[config.mk]
export PLATFORM = sky130hd
export DESIGN_NAME = tscbp_ctrl
export DESIGN_NICKNAME = d
export VERILOG_FILES = /design/src/rtl/core/tscbp_pkg.sv /design/src/rtl/core/tscbp_ctrl.sv
export SDC_FILE = /design/constraint.sdc
export NUM_CORES = 1
export LEC_CHECK = 0
export BUFFER_PORTS_ARGS = -buffer_cell sky130_fd_sc_hd__buf_2
export CORE_ASPECT_RATIO = 1.5
export CORE_MARGIN = 3
export CORE_UTILIZATION = 25
export DETAILED_ROUTE_END_ITERATION = 10
export PLACE_DENSITY = 0.51
export SYNTH_ARGS = -nofsm -noshare
export SYNTH_HDL_FRONTEND = slang
export SYNTH_SLANG_ARGS = --single-unit
[constraint.sdc]
create_clock -name clk -period 2.4 [get_ports clk]
set_input_delay 0.24 -clock clk [delete_from_list [all_inputs] [get_ports clk]]
set_output_delay 0.24 -clock clk [all_outputs]
set_load 0.005 [all_outputs]
[src/rtl/core/tscbp_pkg.sv]
package tscbp_pkg;

	// Default sizing
	localparam int NUM_TABLES_DEF       = 8;
	localparam int TAGGED_DEPTH_DEF     = 1024;
	localparam int BASE_DEPTH_DEF       = 2048;
	localparam int CORRECTOR_DEPTH_DEF  = 1024;
	localparam int CORRECTOR_TABLES_DEF = 5;
	localparam int HISTORY_BITS_DEF     = 128;

	// Fixed field widths and constants
	localparam int MAX_HIST  = 128;
	localparam int TAG_BITS  = 8;
	localparam int CTR_W     = 3;
	localparam int U_W       = 2;
	localparam int SC_W      = 6;
	localparam int PROV_W    = 3;
	localparam int SKIP_W    = 6;
	localparam int PERIOD_W  = 21;
	localparam int THR_W     = 8;
	localparam int TC_W      = 7;
	localparam int ALT_W     = 4;

	localparam logic [PERIOD_W-1:0] PERIOD_RESET = 21'd131072;
	localparam logic [1:0]          BASE_INIT    = 2'd2;
	localparam logic [CTR_W-1:0]    CTR_MAX      = 3'd7;
	localparam logic [CTR_W-1:0]    CTR_NEW      = 3'd4;
	localparam logic [CTR_W-1:0]    CTR_WEAK_NT  = 3'd3;
	localparam logic [U_W-1:0]      U_MAX        = 2'd3;
	localparam logic [SC_W-1:0]     SC_MAX       = 6'd63;
	localparam logic [SC_W-1:0]     SC_MID       = 6'd32;
	localparam logic [THR_W-1:0]    THR_RESET    = 8'd5;
	localparam logic [THR_W-1:0]    THR_MAX      = 8'd255;
	localparam logic [TC_W-1:0]     TC_MAX       = 7'd127;
	localparam logic [TC_W-1:0]     TC_MID       = 7'd64;
	localparam logic [ALT_W-1:0]    ALT_MAX      = 4'd15;
	localparam logic [ALT_W-1:0]    ALT_MID      = 4'd8;

	// Controller to datapath commands
	typedef struct packed {
		logic ld;       // input word accepted
		logic pred;     // table read data valid, resolve provider
		logic sum;      // corrector read data valid, form sum
		logic upd;      // write back and emit result
		logic init_we;  // reset fill of all tables
		logic uclr_we;  // useful bit clearing walk
	} dp_cmd_t;

	function automatic logic [31:0] low_mask(input int w);
		logic [32:0] m;
		m = (33'd1 << w) - 33'd1;
		return m[31:0];
	endfunction

	// Folded history length of table e, capped by the history size
	function automatic int hist_len(input int e, input int hb);
		int l;
		l = (e < 8) ? (1 << e) : MAX_HIST;
		return (l > hb) ? hb : l;
	endfunction

	// XOR the low len history bits into w-bit chunks
	function automatic logic [31:0] fold_hist(input logic [MAX_HIST-1:0] h, input int len,
		input int w);
		logic [31:0] acc;
		int j;
		acc = '0;
		j = 0;
		for (int i = 0; i < MAX_HIST; i++) begin
			if (i < len) acc[j] = acc[j] ^ h[i];
			j = (j == w - 1) ? 0 : j + 1;
		end
		return acc & low_mask(w);
	endfunction

	function automatic logic [31:0] fold_pc(input logic [31:0] pc, input int w);
		logic [31:0] acc;
		int j;
		acc = '0;
		j = 0;
		for (int i = 0; i < 32; i++) begin
			acc[j] = acc[j] ^ pc[i];
			j = (j == w - 1) ? 0 : j + 1;
		end
		return acc & low_mask(w);
	endfunction

	function automatic logic [31:0] hash_idx(input logic [31:0] pc,
		input logic [MAX_HIST-1:0] h, input int len, input int w);
		return (fold_pc(pc, w) ^ fold_hist(h, len, w)) & low_mask(w);
	endfunction

	function automatic logic [31:0] hash_tag(input logic [31:0] pc,
		input logic [MAX_HIST-1:0] h, input int len, input int w);
		return (fold_pc(pc, w) ^ fold_hist(h, len, w) ^ (fold_hist(h, len, w - 1) << 1))
			& low_mask(w);
	endfunction

endpackage

[src/rtl/core/tscbp_ctrl.sv]
module tscbp_ctrl import tscbp_pkg::*; #(
	parameter int TAGGED_DEPTH = TAGGED_DEPTH_DEF,
	parameter int MAX_DEPTH    = BASE_DEPTH_DEF,
	parameter int WALK_W       = 11
) (
	input  logic              clk,
	input  logic              arst_n,
	input  logic              in_valid,
	output logic              in_stall,
	output logic              out_valid,
	input  logic              out_stall,
	input  logic              clr_due,
	output dp_cmd_t           cmd,
	output logic [WALK_W-1:0] walk_addr
);

	typedef enum logic [2:0] {
		ST_INIT, ST_IDLE, ST_PRED, ST_SCRD, ST_SUM, ST_UPD, ST_UCLR
	} state_t;

	state_t            state_q;
	logic [WALK_W-1:0] walk_q;
	logic              out_valid_q;
	logic              accept;
	logic              upd_go;

	assign in_stall  = (state_q != ST_IDLE);
	assign accept    = in_valid && !in_stall;
	assign upd_go    = (state_q == ST_UPD) && (!out_valid_q || !out_stall);
	assign out_valid = out_valid_q;
	assign walk_addr = walk_q;

	// command decode
	always_comb begin
		cmd         = '0;
		cmd.ld      = accept;
		cmd.pred    = (state_q == ST_PRED);
		cmd.sum     = (state_q == ST_SUM);
		cmd.upd     = upd_go;
		cmd.init_we = (state_q == ST_INIT);
		cmd.uclr_we = (state_q == ST_UCLR);
	end

	// sequencer
	always_ff @(posedge clk or negedge arst_n) begin
		if (!arst_n) begin
			state_q     <= ST_INIT;
			walk_q      <= '0;
			out_valid_q <= 1'b0;
		end else begin
			if (upd_go) out_valid_q <= 1'b1;
			else if (!out_stall) out_valid_q <= 1'b0;

			case (state_q)
				ST_INIT: begin
					walk_q <= walk_q + 1'b1;
					if (walk_q == WALK_W'(MAX_DEPTH - 1)) begin
						walk_q  <= '0;
						state_q <= ST_IDLE;
					end
				end
				ST_IDLE: begin
					if (accept) state_q <= ST_PRED;
				end
				ST_PRED: state_q <= ST_SCRD;
				ST_SCRD: state_q <= ST_SUM;
				ST_SUM:  state_q <= ST_UPD;
				ST_UPD: begin
					if (upd_go) begin
						walk_q  <= '0;
						state_q <= clr_due ? ST_UCLR : ST_IDLE;
					end
				end
				ST_UCLR: begin
					walk_q <= walk_q + 1'b1;
					if (walk_q == WALK_W'(TAGGED_DEPTH - 1)) begin
						walk_q  <= '0;
						state_q <= ST_IDLE;
					end
				end
				default: state_q <= ST_INIT;
			endcase
		end
	end

endmodule

==> summary.md <==
| Metric | Value |
|---|---|
| Yosys top cell area share | 40.1% |
| Post-synth EDFFs | 0 |
| Avg Cell Area, Syn | 9.09 µm² |
| Least-Margin Pin Slew | 0.710 ns |
| Initial antenna violation count | 0 |
| Required arrival time at the worst endpoint | 2.53 ns |
| Total grt overflow | 0 |
| RSZ-0062 raised after global routing | false |
| Synth Area in Adders | 1.34% |
| Outcome | finished, final reports clean |
| Kind of end point of the critical path | flop |
| Mux cell area share after synthesis | 1.20% |
| Worst IR Drop VDD | 0.000269 V |
| Pin count of the biggest net entering global routing | 16 |
| Leak | 0.497 nW |
| Port Buffer Count | 23 |
| Row count | 26 |
| Pwr Total | roughly 0.47 mW |
| First-pass GRT wire length | 3750 µm |
| CTS buffer count | 3 |
| Number of remaining DRC errors | 0 |
| Antenna Nets Post-Route | 0 |
| Area contributors post-synth | dfrtp_1 (40%), nand2_1 (5.2%), nor2_1 (4.8%), o21ai_0 (3.7%), a21oi_1 (2.7%) |
| XOR/XNOR share of the synthesized area | 1.87% |
| Ys async rst share | 100% |
| Final GP Congestion | 0.748 |
| MaxCap Viol Count | 0 |
| Most numerous cell in the Yosys netlist | dfrtp_1 |
| Core Box Area | approximately 3500 µm² |
| WL final | about 2200 µm |
| Highest Clock Rate | 487 MHz |
| Post-CTS setup repair buffer count | 0 |
| GRT Total Usage | roughly a tenth |
| I/O pin cnt | 24 |
| NumNets Final | 133 |
| Clk Latency, worst-skew pair | roughly 0.24 ns |
| DP HPWL | ~1700 µm |
| Power density cells | 419 nW/µm² |
| Combinational family with the most area after synthesis | simple AND/OR/NAND/NOR gates |
| Slew Limit Fails | 0 |
| Number of fill cells | between 300 and 400 |
| Mapped Area | 936 µm² |
| Clock Tree Buf Depth | 2 |
| Die height | 80.9 µm |
| Final period util | 85.6% |
| DIE WIDTH | roughly 56 µm |
| Final count of hold timing violations | 0 |
| DR vias/cell | 5.01 |
| Worst slew margin | between 50% and 60% |
| Worst Path Class, Setup | flop to flop |
| Cell variety after synth | 40 |
| Top_reg_cell synth | dfrtp_1 |
| Worst-case clock skew | 0.00272 ns |
| Final min period | 2.06 ns |
| Cell taking the most area after synthesis | dfrtp_1 |
| Die area | around 4500 µm² |
| Max Fanout on Critical Path | 8 |
| Area grow syn2layout | 20.6% |
| H-tree Lvls | 1 |
| Final setup fails | 0 |
| Arr. time, crit path | 2.19 ns |
| CTS resizes | 0 |
| Synth top cells by count | dfrtp_1 (15), nand2_1 (13), nor2_1 (12) |
| Initial core utilization | 26.6% |
| WL/cell | 13.3 µm |
| Worst Setup Start Kind | flop |
| Syn_nets | 109 |
| Number of diodes | 0 |
| Sequential-to-total area share from yosys stat | 40.1% |
| Setup TNS | 0 ns |
| Share of cells above drive strength 1 | a little over a quarter |
| Syn Inst Count | 103 |
| Sinks on the clock net | 15 |
| CTS Hold Buffers Added | 1 |
| TritonCTS clock tree | built |
| #FFs+latches synth | 15 |
| Initial drt markers | 28 |
| Clock-pin slew on the worst setup and hold paths | approximately 0.060 ns |
| DR vias | about 840 |
| TritonRoute pass-1 iters | 4 |
| Number of global-route vias before repair | between 800 and 900 |
| Hold Crit Class | primary input to flop |
| Simple-gate share of the synthesized area | 28.6% |
| Yosys warns | 0 |
| CTS Root Cell | clkbuf_8 |
| Synth Area in Compound Gates | around 23% |
[flip-flops by register name (all words and copies together) (netlist names)]
signal     flops
out_valid      1
state_q        3
walk_addr     11
[worst max-delay path, stage by stage (launching register included)]
cell	delay (ns)
dfrtp_1	0.41
ha_1	0.24
nand3_1	0.23
nor4_4	0.39
a211o_4	0.25
nor2_2	0.09
a221o_1	0.34
[per-layer routing]
metal | vias to the layer above | global-route usage, % | share of wire, %
met3 | 2 | 2.23 | 5.9
met5 | - | 0 | 0
li1 | 420 | - | -
met4 | 0 | 3.56 | 0.36
met2 | 26 | 18.6 | 49
met1 | 393 | 12.5 | 45
[placed cells by master (no fill, tap or decap), types with 2 or more instances in the layout]
| master | netlist | final |
|---|---|---|
| clkbuf_8 | 0 | 3 |
| nand2_1 | 13 | 13 |
| nand3_1 | 5 | 5 |
| inv_1 | 2 | 2 |
| nor3_1 | 3 | 3 |
| buf_2 | 3 | 23 |
| o21ai_0 | 7 | 7 |
| nor2_1 | 12 | 12 |
| a221o_1 | 2 | 2 |
| and3b_1 | 2 | 2 |
| a22o_1 | 2 | 2 |
| o21a_1 | 2 | 2 |
| nand2b_1 | 2 | 2 |
| a21oi_1 | 5 | 5 |
| dfrtp_1 | 15 | 15 |
| nor3b_1 | 2 | 2 |
[final timing paths]
path / from / endpoint / slack [ns] / depth (start not counted)
setup / recovery: walk_addr[0]$_DFFE_PN0P_ / walk_addr[4]$_DFFE_PN0P_ / 0.34 / 6
hold / removal: out_stall / out_valid$_DFFE_PN0P_ / 0.32 / 3
setup reg to reg: walk_addr[0]$_DFFE_PN0P_ / walk_addr[4]$_DFFE_PN0P_ / 0.34 / 6
hold reg to reg: walk_addr[1]$_DFFE_PN0P_ / walk_addr[1]$_DFFE_PN0P_ / 0.53 / 2
max in group asynchronous: arst_n / walk_addr[8]$_DFFE_PN0P_ / 1.70 / 2
min in group asynchronous: arst_n / walk_addr[0]$_DFFE_PN0P_ / 0.43 / 2
[cells by family after synthesis]
| logic type | Yosys count |
|---|---|
| compound gates | 29 |
| xor+xnor | 2 |
| fa+ha+maj | 1 |
| buf+inv | 7 |
| flops | 15 |
| mux | 1 |
| simple gates | 48 |
[per-stage QoR]
stage,std cells,util [%],hold WS (ns),instance area [µm²],setup WS [ns]
4_1_cts,168,32.1,0.311,1130,0.333
5_1_grt,168,32.1,0.332,1130,0.171
3_5_place_dp,163,30.6,0.184,1070,0.360
6_report,168,32.1,0.319,1130,0.345
2_1_floorplan,103,-,-0.0556,936,0.611
3_3_place_gp,163,30.6,0.170,1070,0.371
[power by group]
group	total (mW)	leakage, nW	internal [mW]	switching (mW)
combinational	0.0127	0.301	0.00457	0.00811
clock	0.207	0.0228	0.117	0.0900
sequential	0.253	0.174	0.253	0.0000000000000000713
total	0.473	0.497	0.375	0.0981
[layout make-up]
type	count	area, µm²	area share [%]
Timing Repair Buffer	24	125	11.1
Clock buffer	4	45.0	3.99
Inverter	2	7.51	0.665
Sequential cell	15	375	33.3
Tap cell	42	52.6	4.66
Multi-Input combinational cell	81	523	46.3
Note: power is estimated with default switching activity, not from simulation.
